File: src/rtl/ase_pkg.sv
// package for the arm subset execute unit: item types, codes and defaults
`default_nettype none
package ase_pkg;

    localparam int REG_COUNT_DEF = 16;
    localparam int MEM_WORDS_DEF = 8;
    localparam logic [31:0] MEM_BASE_RESET = 32'h0000_0100;
    localparam int SIGN_BIT = 31;

    localparam logic [3:0] OP_ADD = 4'd0;
    localparam logic [3:0] OP_SUB = 4'd1;
    localparam logic [3:0] OP_AND = 4'd2;
    localparam logic [3:0] OP_ORR = 4'd3;
    localparam logic [3:0] OP_EOR = 4'd4;
    localparam logic [3:0] OP_LSL = 4'd5;
    localparam logic [3:0] OP_LSR = 4'd6;
    localparam logic [3:0] OP_MVN = 4'd7;
    localparam logic [3:0] OP_CMP = 4'd8;
    localparam logic [3:0] OP_MOV = 4'd9;
    localparam logic [3:0] OP_LDR = 4'd10;
    localparam logic [3:0] OP_STR = 4'd11;

    localparam logic [2:0] CC_AL = 3'd0;
    localparam logic [2:0] CC_EQ = 3'd1;
    localparam logic [2:0] CC_NE = 3'd2;
    localparam logic [2:0] CC_GT = 3'd3;
    localparam logic [2:0] CC_LT = 3'd4;
    localparam logic [2:0] CC_GE = 3'd5;
    localparam logic [2:0] CC_LE = 3'd6;

    localparam int FLAG_N = 3;
    localparam int FLAG_Z = 2;
    localparam int FLAG_C = 1;
    localparam int FLAG_V = 0;

    typedef struct packed {
        logic [3:0]  opcode;
        logic [2:0]  cond_code;
        logic        set_flags;
        logic        use_register;
        logic [3:0]  dest_reg;
        logic [3:0]  first_reg;
        logic [31:0] operand_two;
    } t_instr;

    typedef struct packed {
        logic [31:0] result_value;
        logic [3:0]  flags_nzcv;
        logic        executed;
        logic        memory_fault;
    } t_result;

endpackage
`default_nettype wire

File: src/rtl/ase_if.sv
// valid/ready channel interfaces for instruction, result and configuration items
`default_nettype none
interface ase_instr_if;
    import ase_pkg::*;
    logic   valid;
    logic   ready;
    t_instr data;
    modport source (output valid, output data, input ready);
    modport sink (input valid, input data, output ready);
endinterface

interface ase_result_if;
    import ase_pkg::*;
    logic    valid;
    logic    ready;
    t_result data;
    modport source (output valid, output data, input ready);
    modport sink (input valid, input data, output ready);
endinterface

interface ase_cfg_if;
    logic        valid;
    logic        ready;
    logic [31:0] data;
    modport source (output valid, output data, input ready);
    modport sink (input valid, input data, output ready);
endinterface
`default_nettype wire

File: src/rtl/arm_subset_execute_unit_top.sv
// top level of the arm subset execute unit
// usage:
//   i_instr  : instruction items in, accepted when valid and ready are high
//   o_result : one result item per instruction, same handshake
//   i_cfg    : write of the memory base address, always ready; write only
//              while no instruction is in flight
// an accepted item is held in an input register; once the output register is
// free or being emptied it is executed against the register file, data memory
// and flags in one pass and its result lands in the output register, from
// which o_result offers it to the receiver.
// throughput is one item per cycle while results are taken: the state
// update of one item is visible to the next one in the cycle after, with
// the single pass through the adder, shifter and memory read setting it.
// when the receiver stalls the output register holds its item, the input
// register still fills, and ready drops only while both are occupied.
// reset clears registers, data memory, flags and both valid bits and sets
// the memory base to 0x100; no clearing pass is needed.
`default_nettype none
module arm_subset_execute_unit_top #(
    parameter int REG_COUNT = ase_pkg::REG_COUNT_DEF,
    parameter int MEM_WORDS = ase_pkg::MEM_WORDS_DEF
) (
    input  wire logic    i_clk,
    input  wire logic    i_rst_n,
    ase_instr_if.sink    i_instr,
    ase_result_if.source o_result,
    ase_cfg_if.sink      i_cfg
);
    import ase_pkg::*;

    logic    r_in_valid, r_out_valid;
    t_instr  r_in;
    t_result r_out, exec_res;
    logic    advance;

    assign advance = r_in_valid && (!r_out_valid || o_result.ready);
    assign i_instr.ready = !r_in_valid || advance;
    assign i_cfg.ready = 1'b1;
    assign o_result.valid = r_out_valid;
    assign o_result.data = r_out;

    ase_core #(
        .REG_COUNT (REG_COUNT),
        .MEM_WORDS (MEM_WORDS)
    ) u_core (
        .i_clk      (i_clk),
        .i_rst_n    (i_rst_n),
        .i_advance  (advance),
        .i_instr    (r_in),
        .i_cfg_we   (i_cfg.valid),
        .i_cfg_data (i_cfg.data),
        .o_result   (exec_res)
    );

    always_ff @(posedge i_clk) begin
        if (!i_rst_n) begin
            r_in_valid <= 1'b0;
            r_out_valid <= 1'b0;
        end else begin
            if (i_instr.valid && i_instr.ready) begin
                r_in_valid <= 1'b1;
            end else if (advance) begin
                r_in_valid <= 1'b0;
            end
            if (advance) begin
                r_out_valid <= 1'b1;
            end else if (o_result.ready) begin
                r_out_valid <= 1'b0;
            end
        end
    end

    always_ff @(posedge i_clk) begin
        if (i_instr.valid && i_instr.ready) begin
            r_in <= i_instr.data;
        end
        if (advance) begin
            r_out <= exec_res;
        end
    end

endmodule
`default_nettype wire

File: src/rtl/ase_core.sv
// architectural state and single pass execute logic
`default_nettype none
module ase_core #(
    parameter int REG_COUNT = ase_pkg::REG_COUNT_DEF,
    parameter int MEM_WORDS = ase_pkg::MEM_WORDS_DEF
) (
    input  wire logic            i_clk,
    input  wire logic            i_rst_n,
    input  wire logic            i_advance,
    input  wire ase_pkg::t_instr i_instr,
    input  wire logic            i_cfg_we,
    input  wire logic [31:0]     i_cfg_data,
    output ase_pkg::t_result     o_result
);
    import ase_pkg::*;

    localparam int RIDX_W = $clog2(REG_COUNT);
    localparam int MIDX_W = (MEM_WORDS > 1) ? $clog2(MEM_WORDS) : 1;
    localparam logic [31:0] REG_LIMIT = 32'(REG_COUNT);
    localparam logic [31:0] WIN_BYTES = 32'(4 * MEM_WORDS);

    logic [31:0] r_regs [REG_COUNT];
    logic [31:0] r_mem  [MEM_WORDS];
    logic [3:0]  r_flags;
    logic [31:0] r_base;

    logic [31:0] a, b, reg_b, st_data, offset, alu;
    logic [32:0] sum;
    logic        cond_ok, defined, mem_op, in_win, exe, wr_reg, upd_flags;
    logic [3:0]  n_flags;
    logic [MIDX_W-1:0] widx;
    logic [31:0] res;

    always_comb begin
        a = 32'd0;
        reg_b = 32'd0;
        st_data = 32'd0;
        if (32'(i_instr.first_reg) < REG_LIMIT) begin
            a = r_regs[i_instr.first_reg[RIDX_W-1:0]];
        end
        if (i_instr.operand_two < REG_LIMIT) begin
            reg_b = r_regs[i_instr.operand_two[RIDX_W-1:0]];
        end
        if (32'(i_instr.dest_reg) < REG_LIMIT) begin
            st_data = r_regs[i_instr.dest_reg[RIDX_W-1:0]];
        end
        b = i_instr.use_register ? reg_b : i_instr.operand_two;

        unique case (i_instr.cond_code)
            CC_AL:   cond_ok = 1'b1;
            CC_EQ:   cond_ok = r_flags[FLAG_Z];
            CC_NE:   cond_ok = !r_flags[FLAG_Z];
            CC_GT:   cond_ok = !r_flags[FLAG_Z] && (r_flags[FLAG_N] == r_flags[FLAG_V]);
            CC_LT:   cond_ok = r_flags[FLAG_N] != r_flags[FLAG_V];
            CC_GE:   cond_ok = r_flags[FLAG_N] == r_flags[FLAG_V];
            CC_LE:   cond_ok = r_flags[FLAG_Z] || (r_flags[FLAG_N] != r_flags[FLAG_V]);
            default: cond_ok = 1'b0;
        endcase

        // address register is always the operand_two index for ldr/str
        offset = reg_b - r_base;
        in_win = offset < WIN_BYTES;
        widx = offset[2 +: MIDX_W];

        sum = {1'b0, a} + {1'b0, b};
        case (i_instr.opcode)
            OP_ADD:         alu = sum[31:0];
            OP_SUB, OP_CMP: alu = a - b;
            OP_AND:         alu = a & b;
            OP_ORR:         alu = a | b;
            OP_EOR:         alu = a ^ b;
            OP_LSL:         alu = (b >= 32'd32) ? 32'd0 : (a << b[4:0]);
            OP_LSR:         alu = (b >= 32'd32) ? 32'd0 : (a >> b[4:0]);
            OP_MVN:         alu = ~b;
            OP_MOV:         alu = b;
            default:        alu = 32'd0;
        endcase

        defined = i_instr.opcode <= OP_STR;
        mem_op = (i_instr.opcode == OP_LDR) || (i_instr.opcode == OP_STR);
        exe = cond_ok && defined && (!mem_op || in_win);

        if (!exe) begin
            res = 32'd0;
        end else if (i_instr.opcode == OP_LDR) begin
            res = r_mem[widx];
        end else if (i_instr.opcode == OP_STR) begin
            res = st_data;
        end else begin
            res = alu;
        end

        wr_reg = exe && (i_instr.opcode != OP_CMP) && (i_instr.opcode != OP_STR)
                 && (32'(i_instr.dest_reg) < REG_LIMIT);
        upd_flags = exe && !mem_op && (i_instr.set_flags || (i_instr.opcode == OP_CMP));

        n_flags = r_flags;
        if (upd_flags) begin
            n_flags[FLAG_N] = alu[SIGN_BIT];
            n_flags[FLAG_Z] = alu == 32'd0;
            if (i_instr.opcode == OP_ADD) begin
                n_flags[FLAG_C] = sum[32];
                n_flags[FLAG_V] = ~(a[SIGN_BIT] ^ b[SIGN_BIT]) & (a[SIGN_BIT] ^ alu[SIGN_BIT]);
            end else if ((i_instr.opcode == OP_SUB) || (i_instr.opcode == OP_CMP)) begin
                n_flags[FLAG_C] = a >= b;
                n_flags[FLAG_V] = (a[SIGN_BIT] ^ b[SIGN_BIT]) & (a[SIGN_BIT] ^ alu[SIGN_BIT]);
            end
        end

        o_result.result_value = res;
        o_result.flags_nzcv = n_flags;
        o_result.executed = exe;
        o_result.memory_fault = cond_ok && defined && mem_op && !in_win;
    end

    always_ff @(posedge i_clk) begin
        if (!i_rst_n) begin
            r_flags <= 4'd0;
            r_base <= MEM_BASE_RESET;
            for (int i = 0; i < REG_COUNT; i++) begin
                r_regs[i] <= 32'd0;
            end
            for (int i = 0; i < MEM_WORDS; i++) begin
                r_mem[i] <= 32'd0;
            end
        end else begin
            if (i_cfg_we) begin
                r_base <= i_cfg_data;
            end
            if (i_advance) begin
                r_flags <= n_flags;
                if (wr_reg) begin
                    r_regs[i_instr.dest_reg[RIDX_W-1:0]] <= res;
                end
                if (exe && (i_instr.opcode == OP_STR)) begin
                    r_mem[widx] <= st_data;
                end
            end
        end
    end

endmodule
`default_nettype wire

File: src/flat_wrapper.sv
// flat-port wrapper written by rule: the top's interface ports become plain ports
module arm_subset_execute_unit_top_flat import ase_pkg::*;
#(
    parameter int REG_COUNT = ase_pkg::REG_COUNT_DEF,
    parameter int MEM_WORDS = ase_pkg::MEM_WORDS_DEF
)
  (i_clk, i_rst_n, i_instr_valid, i_instr_data, i_instr_ready, o_result_valid, o_result_data, o_result_ready, i_cfg_valid, i_cfg_data, i_cfg_ready);
  ase_instr_if i_instr_i ();
  ase_result_if o_result_i ();
  ase_cfg_if i_cfg_i ();
  input  wire logic i_clk;
  input  wire logic i_rst_n;
  input wire logic [$bits(i_instr_i.valid)-1:0] i_instr_valid;
  input wire logic [$bits(i_instr_i.data)-1:0] i_instr_data;
  output wire logic [$bits(i_instr_i.ready)-1:0] i_instr_ready;
  output wire logic [$bits(o_result_i.valid)-1:0] o_result_valid;
  output wire logic [$bits(o_result_i.data)-1:0] o_result_data;
  input wire logic [$bits(o_result_i.ready)-1:0] o_result_ready;
  input wire logic [$bits(i_cfg_i.valid)-1:0] i_cfg_valid;
  input wire logic [$bits(i_cfg_i.data)-1:0] i_cfg_data;
  output wire logic [$bits(i_cfg_i.ready)-1:0] i_cfg_ready;
  assign i_instr_i.valid = i_instr_valid;
  assign i_instr_i.data = i_instr_data;
  assign i_instr_ready = i_instr_i.ready;
  assign o_result_valid = o_result_i.valid;
  assign o_result_data = o_result_i.data;
  assign o_result_i.ready = o_result_ready;
  assign i_cfg_i.valid = i_cfg_valid;
  assign i_cfg_i.data = i_cfg_data;
  assign i_cfg_ready = i_cfg_i.ready;
  arm_subset_execute_unit_top #(.REG_COUNT(REG_COUNT), .MEM_WORDS(MEM_WORDS)) u_core (.i_clk(i_clk), .i_rst_n(i_rst_n), .i_instr(i_instr_i), .o_result(o_result_i), .i_cfg(i_cfg_i));
endmodule
File: config.mk
export PLATFORM = sky130hd
export DESIGN_NAME = arm_subset_execute_unit_top_flat
export DESIGN_NICKNAME = d
export VERILOG_FILES = /design/src/rtl/ase_pkg.sv /design/src/rtl/ase_if.sv /design/src/rtl/arm_subset_execute_unit_top.sv /design/src/rtl/ase_core.sv /design/src/flat_wrapper.sv
export SDC_FILE = /design/constraint.sdc
export NUM_CORES = 2
export LEC_CHECK = 0
export BUFFER_PORTS_ARGS = -buffer_cell sky130_fd_sc_hd__buf_2
export CORE_MARGIN = 4
export CORE_UTILIZATION = 34
export CTS_BUF_LIST = sky130_fd_sc_hd__clkbuf_4 sky130_fd_sc_hd__clkbuf_8
export CTS_CLUSTER_DIAMETER = 80
export DETAILED_ROUTE_END_ITERATION = 10
export PLACE_DENSITY_LB_ADDON = 0.1
export RECOVER_POWER = 25
export SLEW_MARGIN = 30
export SYNTH_ARGS = -nofsm -noshare
export SYNTH_HDL_FRONTEND = slang
export SYNTH_SLANG_ARGS = --single-unit
File: constraint.sdc
create_clock -name i_clk -period 24.9 [get_ports i_clk]
set_clock_uncertainty 0.15 [all_clocks]
set_input_delay 3.735 -clock i_clk [delete_from_list [all_inputs] [get_ports i_clk]]
set_output_delay 3.735 -clock i_clk [all_outputs]
set_load 0.02 [all_outputs]
==> impl_metrics.json <==
{
  "status": "finished with violations",
  "violations": "max-capacitance violations, max-slew violations",
  "cts_setup_buffers": 0,
  "synth.distinct_cells": 105,
  "slew_headroom_pct": -190,
  "wl_per_cell_um": 37.3,
  "async_flop_share_pct": 0,
  "finalCriticalPeriod_ps": 16200,
  "setup_tns_ps": 0,
  "rsz0062_at_grt": "false",
  "dp_hpwl_um": 198000,
  "end_kind": "register",
  "grt.total_usage_pct": 31.0,
  "cp_max_fo": 87,
  "maxCapViolations": 12,
  "synth-main-ff-cell": "edfxtp_1",
  "io_buffers": 125,
  "grt_pass1_vias": 47100,
  "critical-path-top-delay-family": "buffers and inverters",
  "rr_endpoint": "u_core.u_core.r_mem[6][1]",
  "ctsHoldBuffers": 0,
  "first_pass_iters": 8,
  "synth_fp_nets": 5442,
  "path_buf_inv": 5,
  "final_cell_area_um2": 65900,
  "io_pins": 127,
  "rrSetupSlack_ps": 8700,
  "antenna_found_initial": 14,
  "worstPathRequired_ps": 25350,
  "crit_cells": 23,
  "vias_per_cell": 6.36,
  "die_x_um": 427,
  "power.leakage_nw": 22.8,
  "ant_nets": 0,
  "gp_congestion": 0.975,
  "fp.dieH_um": 427,
  "num_vias": 48900,
  "grt_pass1_wl_um": 396000,
  "p_seq_share_pct": 38.9,
  "cpPeakStageDelay_ps": 3100,
  "cts_max_level": 4,
  "wirelength_um": 287000,
  "hp-class": "register to register",
  "synth_top_area_cell": "edfxtp_1",
  "root_buffer": "clkbuf_8",
  "yosys-top-cells-area": "edfxtp_1, mux4_2, nor2_1",
  "rows": 153,
  "cts_sinks": 905,
  "drive_gt1_share_pct": 26.1,
  "synth_edf_count": 855,
  "yosysWarningCount": 0,
  "power_density_nw_per_um2": 69.9,
  "initial_core_util_pct": 34.3,
  "insertion_delay_ps": 950,
  "core_um2": 174000,
  "crit_arrival_ps": 16640,
  "finalHoldViolations": 0,
  "drc_errors": 0,
  "post-route-period-util_pct": 65.0,
  "drtIter0Drc": 6231,
  "path_cells": "clkbuf_1 -> clkbuf_1 -> mux4_2 -> mux2i_1 -> nand2_1 -> and3_1 -> ha_1 -> nand3_1 -> nor2_1 -> a22oi_1 -> o221ai_1 -> a211oi_1 -> a211oi_1 -> a31o_2 -> a21oi_1 -> nor2_1 -> a2111oi_0 -> nand4b_1 -> a21o_1 -> buf_4 -> buf_4 -> buf_4 -> nor4_1",
  "numCtsBuffers": 167,
  "syn_area_per_cell_um2": 11.4,
  "crit_slowest_cell": "clkbuf_1",
  "synth.cell_area_um2": 59600,
  "cts.path.max_buffers": 3,
  "num-fill-cells": 17000,
  "clkPwrFrac_pct": 32.4,
  "cpMostUsedCell": "buf_4",
  "ff2ff_path_depth": 23,
  "worst_pin_slew_ps": 4340,
  "p_sw_w": 0.00170,
  "regArea_um2": 26700,
  "yosysSeqAreaShare_pct": 44.8,
  "start_kind": "register",
  "synth-seq-cells": 905,
  "yosysTopAreaCellShare_pct": 43.1,
  "multi_input_area_um2": 30400,
  "ir_drop_uv": 57.1,
  "syn2layout_area_growth_pct": 10.6,
  "post_cts_resized": 0,
  "overflow": 0,
  "p_comb_share_pct": 28.7,
  "switching_share_pct": 37.0,
  "syn_inst": 5227,
  "die_area_um2": 182000,
  "setup_viol": 0,
  "grt_max_degree": 88,
  "tritoncts": "done",
  "place_area_um2": 62700,
  "endpoint": "u_core.u_core.r_mem[6][1]",
  "fmax_mhz": 61.7,
  "intPower_w": 0.00290,
  "path_class": "register to register",
  "nets": 5427,
  "clk_pin_slew_ps": 60,
  "final_max_slew_viol_count": 380
}
==> state kept, by name, indices dropped and copies added, names as in the netlist, named ones only <==
signal / count
u_core.u_core.r_regs: 512
u_core.u_core.r_mem: 256
u_core.r_in: 49
u_core.o_result.data: 38
u_core.u_core.r_base: 32
u_core.u_core.r_flags: 4
u_core.o_result.valid: 1
u_core.r_in_valid: 1
==> how the worst min path moves through the flow <==
stage / start / end / slack [ps] / cells after the start
after CTS: u_core.r_in[34] / register / 330 / 1
after global placement: u_core.r_in[33] / register / 310 / 1
final: u_core.r_in[34] / register / 330 / 1
after global routing: u_core.r_in[32] / register / 340 / 1
after floorplan: u_core.r_in[35] / register / 300 / 1
after detailed placement: u_core.r_in[34] / register / 310 / 1
==> metrics by stage <==
stage	setup WS (ps)	utilization, %	power (W)	instances	hold WS [ps]
5_1_grt	8360	37.9	0.00476	7675	342
3_3_place_gp	14740	36.0	0.00311	7365	307
3_5_place_dp	14820	36.0	0.00311	7367	314
2_1_floorplan	16450	-	0.00253	5227	298
4_1_cts	14800	38.0	0.00461	7672	328
6_report	8700	37.9	0.00461	7682	327
==> per-layer routing <==
layer | track usage, % | up-vias | wire, um | part of all wire, %
met5 | 0 | - | 55 | 0.019
met4 | 14.0 | 8 | 15300 | 5.3
met3 | 7.10 | 554 | 25200 | 8.8
met2 | 48.1 | 2802 | 130000 | 45
met1 | 41.4 | 25200 | 117000 | 41
li1 | - | 20300 | - | -
==> area by class of cell <==
| class | instances | area share (%) |
|---|---|---|
| inverter | 152 | 0.867 |
| clock buffer | 229 | 4.24 |
| sequential | 905 | 40.5 |
| antenna | 9 | 0.0342 |
| multi-input combinational | 3668 | 46.1 |
| tap | 2325 | 4.41 |
| clock inverter | 76 | 0.867 |
| timing repair buffer | 318 | 2.97 |
==> cell families after synthesis <==
| logic type | synth area share, % |
|---|---|
| adder cells (fa/ha/maj) | 2.73 |
| AO/OA/AOI/OAI | 11.8 |
| other | 0.00629 |
| XOR/XNOR | 0.264 |
| multiplexers | 19.5 |
| AND/OR/NAND/NOR | 15.8 |
| buffers and inverters | 5.13 |
| flip-flops | 44.8 |
==> power by group through the flow <==
stage | clock network, W | registers, W | logic (W)
floorplan | 0 | 0.00178 | 0.000748
global placement | 0 | 0.00182 | 0.00129
detailed placement | 0 | 0.00182 | 0.00130
CTS | 0.00152 | 0.00179 | 0.00130
global route | 0.00159 | 0.00179 | 0.00137
finish | 0.00149 | 0.00179 | 0.00132
==> synthesized netlist by cell type (52+ instances only) <==
library cell,number
a21oi_1,213
buf_1,57
o211ai_1,79
nand2_1,372
nor4_1,202
inv_1,146
mux4_2,439
a211oi_1,52
ha_1,127
buf_6,58
nand3_1,122
nor2b_1,86
nor2_1,487
nor2_2,271
edfxtp_1,855
clkbuf_1,280
buf_2,92
mux2i_1,151
o21ai_0,177
o22ai_1,85
nor3_1,100
==> layout by cell type (no fill, tap or decap), drive strengths merged, types with 25 or more instances in the layout <==
cell,instances
edfxtp,855
nor2,758
mux4,439
nand2,374
clkbuf,313
buf,234
a21oi,214
nor4,203
o21ai,195
inv,158
mux2i,151
ha,127
nand3,123
nor3,101
nor2b,86
o22ai,85
o211ai,79
clkinv,60
a211oi,53
a31oi,51
dfxtp,50
a21o,49
nand2b,42
o221ai,30
o311ai,29
nand4,27
a22oi,27
and3,25
(Power assumes the default switching activity.)
